--- config.mk ---
export PLATFORM = sky130hd
export DESIGN_NAME = e2h_fold
export DESIGN_NICKNAME = d
export VERILOG_FILES = /design/src/hw/rtl/e2h_pkg.sv /design/src/hw/rtl/e2h_fold.sv
export SDC_FILE = /design/constraint.sdc
export NUM_CORES = 1
export LEC_CHECK = 0
export BUFFER_PORTS_ARGS = -buffer_cell sky130_fd_sc_hd__buf_2
export CAP_MARGIN = 20
export CORE_MARGIN = 2
export CORE_UTILIZATION = 35
export DETAILED_ROUTE_END_ITERATION = 10
export GPL_ROUTABILITY_DRIVEN = 0
export PLACE_DENSITY = 0.81
export SYNTH_ARGS = -nofsm -noshare
export SYNTH_HDL_FRONTEND = slang
export SYNTH_SLANG_ARGS = --single-unit
--- constraint.sdc ---
create_clock -name i_clk -period 1.1 [get_ports i_clk]
set_clock_uncertainty 0.1 [all_clocks]
set_input_delay 0.33 -clock i_clk [delete_from_list [all_inputs] [get_ports i_clk]]
set_output_delay 0.33 -clock i_clk [all_outputs]
set_load 0.01 [all_outputs]
--- src/hw/rtl/e2h_pkg.sv ---
// e2h_pkg: shared types and constants for the Euler-angle to heading vector block.
// Depends on nothing; imported by the interfaces and by every module.
`default_nettype none

package e2h_pkg;

    localparam int FIELD_W = 16;     // width of every angle and vector field
    localparam int CW      = 34;     // CORDIC datapath width (Q2.30 plus guard bits)
    localparam int STEPS   = 30;     // CORDIC iterations, one cell each
    localparam int POST    = 4;      // stages after the cell row
    localparam int LANES   = 3;      // yaw, pitch, roll

    localparam logic [31:0] CORDIC_X0 = 32'h26DD3B6A;   // 1/gain in Q2.30

    typedef logic [31:0] t_atan_tab [STEPS];
    localparam t_atan_tab ATAN_TAB = '{
        32'h20000000, 32'h12E4051D, 32'h09FB385B, 32'h051111D4, 32'h028B0D43,
        32'h0145D7E1, 32'h00A2F61E, 32'h00517C55, 32'h0028BE53, 32'h00145F2E,
        32'h000A2F98, 32'h000517CC, 32'h00028BE6, 32'h000145F3, 32'h0000A2F9,
        32'h0000517C, 32'h000028BE, 32'h0000145F, 32'h00000A2F, 32'h00000517,
        32'h0000028B, 32'h00000145, 32'h000000A2, 32'h00000051, 32'h00000028,
        32'h00000014, 32'h0000000A, 32'h00000005, 32'h00000002, 32'h00000001
    };

    // state handed from one CORDIC cell to the next
    typedef struct packed {
        logic signed [CW-1:0] x;
        logic signed [CW-1:0] y;
        logic signed [CW-1:0] z;
        logic                 flip;   // angle was folded by pi
    } t_cell;

endpackage

`default_nettype wire

--- src/hw/rtl/e2h_fold.sv ---
// e2h_fold: maps an input angle to a 32-bit turn, folds it into +-pi/2 and
// seeds the first CORDIC cell. Depends on e2h_pkg.
`default_nettype none

module e2h_fold
    import e2h_pkg::*;
#(
    parameter int ANGLE_BITS = 16
) (
    input  wire logic               i_clk,
    input  wire logic               i_en,
    input  wire logic [FIELD_W-1:0] i_angle,
    output t_cell                   o_cell
);
    localparam logic [31:0] AMASK = 32'((64'd1 << ANGLE_BITS) - 64'd1);

    logic [31:0] w_turn;
    logic [31:0] w_folded;
    logic        w_flip;
    t_cell       r_cell;
    t_cell       n_cell;

    always_comb begin
        w_turn   = ({{(32 - FIELD_W){1'b0}}, i_angle} & AMASK) << (32 - ANGLE_BITS);
        // quadrants 01 and 10 lie beyond +-pi/2
        w_flip   = w_turn[31] ^ w_turn[30];
        w_folded = {w_turn[31] ^ w_flip, w_turn[30:0]};
        n_cell.x    = CW'(signed'(CORDIC_X0));
        n_cell.y    = '0;
        n_cell.z    = CW'(signed'(w_folded));
        n_cell.flip = w_flip;
    end

    always_ff @(posedge i_clk) begin
        if (i_en) begin
            r_cell <= n_cell;
        end
    end

    assign o_cell = r_cell;
endmodule

`default_nettype wire

* Word-level counts from Yosys, hierarchy flattened
Cells that the tools add are included.
** Cells by class
- Bitwise logic cells :: 2
** Operators with widths (count)
- $xor 1x1->1 :: 2
** Storage, ports and cells
- Output and inout bits :: 103
- Bits in registers :: 17

* Depth between registers and ports, before layout
- Depth after elaboration :: 2
- Depth in mapped cells :: 1
- Gate-level depth less buffers :: 1

* Worst setup path after synthesis
No wires, ideal clock.
- Path kind :: register -> output
- From :: register, netlist name o_cell[32]
- To :: output port o_cell[33] (netlist bit)
- Required time :: 0.670 ns
- Path slack :: 0.075 ns
- Path buffers :: 1
- Data arrival time :: 0.595 ns
- Stages on the path, launching flop included :: 2
- Cell sequence :: edfxtp_1 -> buf_4
** RTL lines
- to (decl) :: line e2h_fold.sv:13 : output t_cell o_cell
No word-level cell between the ends.

* Worst setup path in the final report
- From :: register, netlist name o_cell[32]
- To :: output port o_cell[33] (netlist bit)
No word-level cell between the ends.

==> results.toml <==
[sta]
maxSlewViolCount = 0
rsz0062_at_grt = "true"
fin_tns_setup_ps = -2700
fin_crit_ps = 1310
max_freq_ghz = 0.765
hold_viol_final = 0
min_period_over_period_pct = 119
setup_ws_ps = -207
setup_viol = 19

[final_layout]
n_antenna_cell = 0
layout_commonest_cell = "conb_1"
area_delta_synth_final_pct = -4.79
largest_reg_flops = 17
drive_gt1_share_pct = 28.7
fin_area_sq_mm = 0.00112
mostFrequentLayoutCells = "84 x conb_1, 36 x buf_2, 17 x edfxtp_1"
fill_cells = 343
layout.nets = 162

[run_status]
outcome = "complete, but fails checks"
violations = "negative setup slack"

[power_and_ir_drop]
total_leakage_power_nw = 0.612
p_sw_mw = 0.400
switching_share_pct = 29.2
peakVddDrop_mv = 0.488
p_int_mw = 0.971
seqPwrFrac_pct = 57.2
pwr-share-clk_pct = 23.4
combPwrFrac_pct = 19.4
cellPowerDensity_mw_per_mm2 = 1220

[clock_tree]
cts_setup_buffers = 0
cts_root_buf = "clkbuf_4"
cts.sinks = 17
numCtsBuffers = 3
cts_tree = "done"
clk_pin_slew_ps = 100
cts.path.max_buffers = 2
cts_max_level = 1
cts_resized = 0

[die]
row_count = 21
coreArea_sq_mm = 0.00328
initial_core_util_pct = 35.8
die_height_um = 62.0
die_w_um = 62.0
dieArea_sq_mm = 0.00384
ios = 121

[global_routing]
grt_pass1_vias = 299
grtUsageTotal_pct = 5.93
grt_pass1_wl_um = 1500
grt_antenna_before_repair = 0
grt_max_degree = 18
grt_overflow_total = 0

[synth]
syn_area_sq_mm = 0.00118
ys_seq_elements = 17
syn_area_per_cell_sq_um = 11.0
ys_seq_area_share_pct = 43.4
synth_cell_type_count = 5
synth_warnings = 0
netlist_instances = 107

[setup_path]
critPathKind = "register to output pin"
cp.required_ps = 670
cp_top_family = "flip-flops"
crit_path_max_incr_delay_ps = 430
start_kind = "register"
worstPathArrival_ps = 880
cpMaxStageDelayCell = "edfxtp_1"
crit_cells = 1
cp-end-kind = "output pin"
cp_num_buf_inv = 1
crit_chain = "buf_2"
crit_fanout = 3

[route]
drtAntennaViolNets = 0
wl_um = 1370
vias_per_cell = 2.89
dr.pass1.iters = 4
drcViolationCount = 0
first_iter_violations = 3
wl_per_cell_um = 7.25
num_vias = 547

[placed_design]
hpwl_um = 1220
placed_area_sq_mm = 0.00109
port_buffers = 36

[worst_hold_path]
hold_class = "primary input to register"
whs_path_depth = 1
min_from = "i_angle[10]"
hold_end = "o_cell[27]$_DFFE_PP_"

[job]
max_cap_viol_count = 0
-- synthesized netlist by cell type --
| cell | instances | share of area, % |
|---|---|---|
| buf_4 | 86 | 55 |
| clkbuf_1 | 1 | 0.32 |
| edfxtp_1 | 17 | 43 |
| conb_1 | 2 | 0.64 |
| xor2_1 | 1 | 0.74 |
-- layer usage --
metal | track usage, % | wire length (um)
met3 | 1.04 | 178
met1 | 6.59 | 402
met5 | 0 | 0
met4 | 6.38 | 27
met2 | 9.08 | 762
-- power by group through the flow --
| stage | Combinational (mW) | Clock (mW) | Sequential (mW) |
|---|---|---|---|
| after floorplan | 0.360 | 0 | 0.829 |
| after global placement | 0.261 | 0 | 0.801 |
| after detailed placement | 0.263 | 0 | 0.802 |
| after CTS | 0.263 | 0.343 | 0.787 |
| after global routing | 0.305 | 0.367 | 0.793 |
| final | 0.266 | 0.320 | 0.785 |
-- what timing repair did --
| action | in CTS | in global routing |
|---|---|---|
| pin swaps | 0 | 0 |
| setup endpoints to repair | 19 | 19 |
| hold buffers | 0 | 0 |
-- metrics by stage --
| stage | hold slack, ps | power [mW] | util, % | cells | worst slack, ps |
|---|---|---|---|---|---|
| after floorplan | 329 | 1.19 | - | 189 | 75.3 |
| after global placement | 407 | 1.06 | 33.3 | 185 | 81.9 |
| after detailed placement | 408 | 1.07 | 33.3 | 185 | 90.9 |
| after CTS | 99.7 | 1.39 | 34.1 | 189 | -242 |
| after global routing | 83.9 | 1.46 | 34.1 | 189 | -292 |
| final | 111 | 1.37 | 34.1 | 189 | -207 |
-- layout make-up --
type,count,area (sq um),area share [%]
sequential,17,510,45.6
multi-input combinational,85,324,28.9
timing repair buffer,37,200,17.9
tap,46,57.6,5.14
clock buffer,3,22.5,2.01
clock inverter,1,5.00,0.447
-- how the worst max path moves through the flow --
stage,from,end,slack [ps]
finish,o_cell[32]$_DFFE_PP_,o_cell[33],-210
detailed placement,o_cell[32]$_DFFE_PP_,o_cell[32],90
global route,o_cell[32]$_DFFE_PP_,o_cell[34],-290
global placement,o_cell[32]$_DFFE_PP_,o_cell[34],80
CTS,o_cell[32]$_DFFE_PP_,o_cell[32],-240
floorplan,o_cell[32]$_DFFE_PP_,o_cell[33],80
-- logic make-up after synthesis --
group	synth area share [%]
buffers and inverters	55.2
XOR/XNOR	0.745
flip-flops	43.4
other	0.639
(Power assumes the default switching activity.)
