==> config.mk <==
export PLATFORM = sky130hd
export DESIGN_NAME = e2h_cordic_cell
export DESIGN_NICKNAME = d
export VERILOG_FILES = /design/src/hw/rtl/e2h_pkg.sv /design/src/hw/rtl/e2h_cordic_cell.sv
export SDC_FILE = /design/constraint.sdc
export NUM_CORES = 1
export LEC_CHECK = 0
export ABC_AREA = 1
export BUFFER_PORTS_ARGS = -buffer_cell sky130_fd_sc_hd__buf_4
export CAP_MARGIN = 20
export CORE_ASPECT_RATIO = 0.75
export CORE_MARGIN = 2
export CORE_UTILIZATION = 55
export DETAILED_ROUTE_END_ITERATION = 10
export PLACE_DENSITY = 0.92
export SYNTH_ARGS = -nofsm -noshare
export SYNTH_HDL_FRONTEND = slang
export SYNTH_SLANG_ARGS = --single-unit
export TNS_END_PERCENT = 1
==> constraint.sdc <==
create_clock -name i_clk -period 2.4 [get_ports i_clk]
set_input_delay 0.12 -clock i_clk [delete_from_list [all_inputs] [get_ports i_clk]]
set_output_delay 0.12 -clock i_clk [all_outputs]
set_load 0.02 [all_outputs]
==> src/hw/rtl/e2h_pkg.sv <==
// e2h_pkg: shared types and constants for the Euler-angle to heading vector block.
// Depends on nothing; imported by the interfaces and by every module.
`default_nettype none

package e2h_pkg;

    localparam int FIELD_W = 16;     // width of every angle and vector field
    localparam int CW      = 34;     // CORDIC datapath width (Q2.30 plus guard bits)
    localparam int STEPS   = 30;     // CORDIC iterations, one cell each
    localparam int POST    = 4;      // stages after the cell row
    localparam int LANES   = 3;      // yaw, pitch, roll

    localparam logic [31:0] CORDIC_X0 = 32'h26DD3B6A;   // 1/gain in Q2.30

    typedef logic [31:0] t_atan_tab [STEPS];
    localparam t_atan_tab ATAN_TAB = '{
        32'h20000000, 32'h12E4051D, 32'h09FB385B, 32'h051111D4, 32'h028B0D43,
        32'h0145D7E1, 32'h00A2F61E, 32'h00517C55, 32'h0028BE53, 32'h00145F2E,
        32'h000A2F98, 32'h000517CC, 32'h00028BE6, 32'h000145F3, 32'h0000A2F9,
        32'h0000517C, 32'h000028BE, 32'h0000145F, 32'h00000A2F, 32'h00000517,
        32'h0000028B, 32'h00000145, 32'h000000A2, 32'h00000051, 32'h00000028,
        32'h00000014, 32'h0000000A, 32'h00000005, 32'h00000002, 32'h00000001
    };

    // state handed from one CORDIC cell to the next
    typedef struct packed {
        logic signed [CW-1:0] x;
        logic signed [CW-1:0] y;
        logic signed [CW-1:0] z;
        logic                 flip;   // angle was folded by pi
    } t_cell;

endpackage

`default_nettype wire

==> src/hw/rtl/e2h_cordic_cell.sv <==
// e2h_cordic_cell: one rotation-mode CORDIC iteration, registered.
// Depends on e2h_pkg (cell struct, arctangent table).
`default_nettype none

module e2h_cordic_cell
    import e2h_pkg::*;
#(
    parameter int STEP = 0
) (
    input  wire logic i_clk,
    input  wire logic i_en,
    input  t_cell     i_cell,
    output t_cell     o_cell
);
    localparam logic signed [CW-1:0] ATAN = CW'(ATAN_TAB[STEP]);

    logic signed [CW-1:0] w_dx;
    logic signed [CW-1:0] w_dy;
    t_cell                r_cell;
    t_cell                n_cell;

    always_comb begin
        w_dx = i_cell.y >>> STEP;   // floor shift
        w_dy = i_cell.x >>> STEP;
        n_cell.flip = i_cell.flip;
        if (!i_cell.z[CW-1]) begin
            n_cell.x = i_cell.x - w_dx;
            n_cell.y = i_cell.y + w_dy;
            n_cell.z = i_cell.z - ATAN;
        end else begin
            n_cell.x = i_cell.x + w_dx;
            n_cell.y = i_cell.y - w_dy;
            n_cell.z = i_cell.z + ATAN;
        end
    end

    always_ff @(posedge i_clk) begin
        if (i_en) begin
            r_cell <= n_cell;
        end
    end

    assign o_cell = r_cell;
endmodule

`default_nettype wire

# Yosys cells after proc, flatten, opt, wreduce, memory -nomap -nowiden
# Cells that the tools add are included.
[word_totals]
ff_bits = 103
wordCells = 10
out_inout_bits = 103
[classes]
muxes = 1
addsub = 5
[op_table]
columns = ["op", "count"]
rows = [
  ["102-bit two-way mux", 1],
  ["34-bit subtractor", 2],
  ["34-bit by 31-bit adder with 34-bit output, second input constant", 1],
  ["34-bit adder", 1],
  ["34-bit by 31-bit subtractor with 34-bit output, second input constant", 1],
]

# Depth between registers and ports, before layout
[logic_depth]
word_depth = 2
mapped_depth = 17
depth_no_buf = 16

# Least setup slack after synthesis
# Ideal clock, no wire load.
[synth_path]
path_type = "input to register"
start = "input port i_cell[34] (netlist bit)"
end = "register r_cell, in the netlist o_cell[33] (data pin)"
setup_slack_ps = 578
cell_stages = 8
arrival_ps = 1564
setup_ps = 258
required_time_ps = 2142
path_cell_list = "clkbuf_1 inv_1 clkbuf_1 clkbuf_1 ha_1 nand3_1 nand3_1 xor2_1"
[synth_rtl]
columns = ["item", "line", "source"]
rows = [
  ["start: declaration", "e2h_cordic_cell.sv:12", "input t_cell i_cell,"],
  ["end signal: assignment", "e2h_cordic_cell.sv:39", "r_cell <= n_cell;"],
  ["end: declaration", "e2h_cordic_cell.sv:19", "t_cell r_cell;"],
]

==> run_results.csv <==
group,metric,value,unit
status,status,"complete, no violations",
synth,synth_cell_type_count,42,
setup_path,critPathMaxStageDelay,530,ps
global_routing,grt_max_degree,75,
sta,relSlewSlack,43.99,%
setup_path,cp-endpoint,"o_cell[64]$_DFFE_PP_",
synth,synth_top_area_cell,"edfxtp_1",
clocking,clk_pin_slew_worst_paths,80,ps
setup_path,cp.depth,12,
die,rows,43,
detailed_routing,viasPerCell,5.842,
sta,min_period,2160,ps
sta,rsz0062_at_grt,"no",
worst_hold_path,hold_path.startpoint,"i_cell[30]",
clocking,max-clock-path-buffers,2,
die,core,18620,um^2
detailed_routing,num_vias,12210,
setup_path,cp-startpoint,"i_cell[54]",
synth,async_flop_share,0,%
worst_hold_path,min_path_type,"input port to flop",
clocking,cts_setup_buffers,0,
cells_and_area,largest_reg_flops,102,
setup_path,cp.arrival,2280,ps
setup_path,cp_num_buf_inv,3,
clocking,cts-root-buf,"clkbuf_16",
synth,synth_common_cells,"456 x nand2_1, 232 x inv_1, 164 x nand3_1",
clocking,cts_tree,"built",
detailed_routing,first_pass_iters,6,
detailed_routing,drt_iter0_drc,1528,
sta,fin_setup_tns,0,ps
sta,setup_viol,0,
global_routing,antenna_found_initial,0,
setup_path,criticalPathCategory,"input port to flop",
global_routing,grt_remaining_overflow,0,
synth,seq_area_frac_synth,29.04,%
synth,yosysMostFrequentCell,"nand2_1",
synth,ys_top_cells_by_area,"edfxtp_1 29%, nand2_1 16%, ha_1 12%",
cells_and_area,drive_above_1_share,17.63,%
setup_path,cp_data_required_time,2520,ps
clocking,cts_buffers,9,
sta,worstMarginPinSlew,831.3,ps
global_routing,grt_pass1_wl,60440,um
synth,synthesis.instances,1570,
detailed_routing,wl,41070,um
synth,syn_nets,1781,
power_and_ir_drop,peakVddDrop,0.3600,mV
synth,synth_area,10550,um^2
synth,synth_top_area_share,29.04,%
die,pin_count,208,
sta,finalHoldViolations,0,
synth,yosys_warnings,0,
setup_path,worst-path-max-fanout,9,
cells_and_area,diodes,0,
die,fp.dieW,163.9,um
power_and_ir_drop,leakage,6.804,nW
synth,synth_edf_count,102,
global_routing,groute.usage.overall,39.83,%
detailed_routing,drt.antenna.violating_nets,0,
clocking,cts_sinks,102,
cells_and_area,n_fill_cell,1524,
setup_path,cp-end-kind,"flop",
setup_path,path_cells,"buf_4 > inv_1 > ha_1 > clkinv_1 > nand2_1 > o21ai_1 > a21oi_2 > nor2_1 > nor2_1 > nand3_1 > nand3_1 > nand2_1",
placed_design,dp_cells,2044,
detailed_routing,post_drt_wl_per_cell,19.65,um
synth,syn_area_per_cell,6.717,um^2
synth,yosys_register_bits,102,
placed_design,gp_congestion,1.036,
setup_path,worst_path_max_delay_cell,"ha_1",
placed_design,dp_hpwl,32180,um
global_routing,grt_pass1_vias,11199,
sta,finalCritPeriodShare,89.99,%
cells_and_area,area_growth,25.76,%
die,start_util,56.65,%
clocking,htree_levels,3,
detailed_routing,drc,0,
setup_path,cp-start-kind,"input port",
die,die_area,20310,um^2
power_and_ir_drop,power.density,524.5,nW/um^2
setup_path,critical_path.top_delay_family,"simple AND/OR/NAND/NOR gates",
sta,fmax,0.4630,GHz
job,cap_violations,0,
die,die_y,123.9,um
sta,drv_slew,0,
placed_design,portBuffers,207,
synth,yosys_most_used_dff,"edfxtp_1",
cells_and_area,nets,2049,
cells_and_area,finalNonFillerCells,2090,
[cells by family after synthesis]
logic type,Yosys count,synth area share (%)
xor+xnor,27,2.242
compound gates,239,12.36
simple gates,813,32.46
fa+ha+maj,106,12.86
buf+inv,283,11.03
flops,102,29.04
[stage by stage]
step | hold WS (ps) | worst slack [ps] | power [W] | utilization (%) | area (um^2)
floorplan | 218.9 | 578.4 | 0.004057 | - | 10550
global placement | 297.9 | 64.79 | 0.005214 | 68.05 | 12670
detailed placement | 299.6 | -28.24 | 0.005287 | 68.05 | 12670
CTS | 44.60 | 339.1 | 0.006806 | 71.23 | 13260
global route | 81.41 | 100.4 | 0.007228 | 71.25 | 13260
finish | 68.67 | 240.3 | 0.006956 | 71.25 | 13260
[layout make-up]
type	instances	area, um^2	area share, %
timing repair buffer	303	2387	18.00
clock inverter	7	66.31	0.5000
clock buffer	9	225.2	1.698
tap	247	309.0	2.330
sequential	102	3063	23.09
inverter	237	889.6	6.708
multi-input combinational	1185	6322	47.67
[worst min path at each step]
stage / end / cells after the start
after floorplan: o_cell[0]$_DFFE_PP_ / 0
after global placement: o_cell[19]$_DFFE_PP_ / 1
after detailed placement: o_cell[15]$_DFFE_PP_ / 1
after CTS: o_cell[30]$_DFFE_PP_ / 2
after global routing: o_cell[30]$_DFFE_PP_ / 2
final: o_cell[30]$_DFFE_PP_ / 2
[what timing repair did]
action | in CTS | in global routing
hold buffers | 30 | 0
endpoints found under the setup margin | 0 | 1
hold endpoints to repair | 30 | 0
gates resized for setup | 0 | 1
[power breakdown]
group / internal, W / total, W / switching [W]
Sequential: 0.00224 / 0.00235 / 0.000103
Combinational: 0.00111 / 0.00310 / 0.00199
Clock: 0.000730 / 0.00151 / 0.000781
[per-layer routing]
| metal | up-vias | wire, um | track usage, % |
|---|---|---|---|
| met1 | 5553 | 16840 | 55.64 |
| met5 | - | 0 | 0 |
| met2 | 883 | 16930 | 60.69 |
| met3 | 153 | 5520 | 7.592 |
| met4 | 0 | 1773 | 16.94 |
| li1 | 5621 | - | - |
[cells in the final DEF, fill, tap and decap left out, drive strengths merged]
cell type    synthesis  routed
dlygate4sd3          0      30
a31oi                2       2
o21bai              14      14
buf                 32     273
nor4                 4       4
fa                   4       4
nand4               13      13
nand3              166     166
o211ai               2       2
clkinv               1       4
o22ai                5       5
clkinvlp             0       1
edfxtp             102     102
ha                 102     102
nand3b               4       4
a21oi              111     111
nand2              462     462
inv                236     239
and2                 1       1
nor3                14      14
a21o                 6       6
nand2b               1       1
o21a                 4       4
a21boi               3       3
clkbuf              14       9
nor2               143     143
xor2                27      27
o21ai               92      92
or2                  5       5
(Power assumes the default switching activity.)
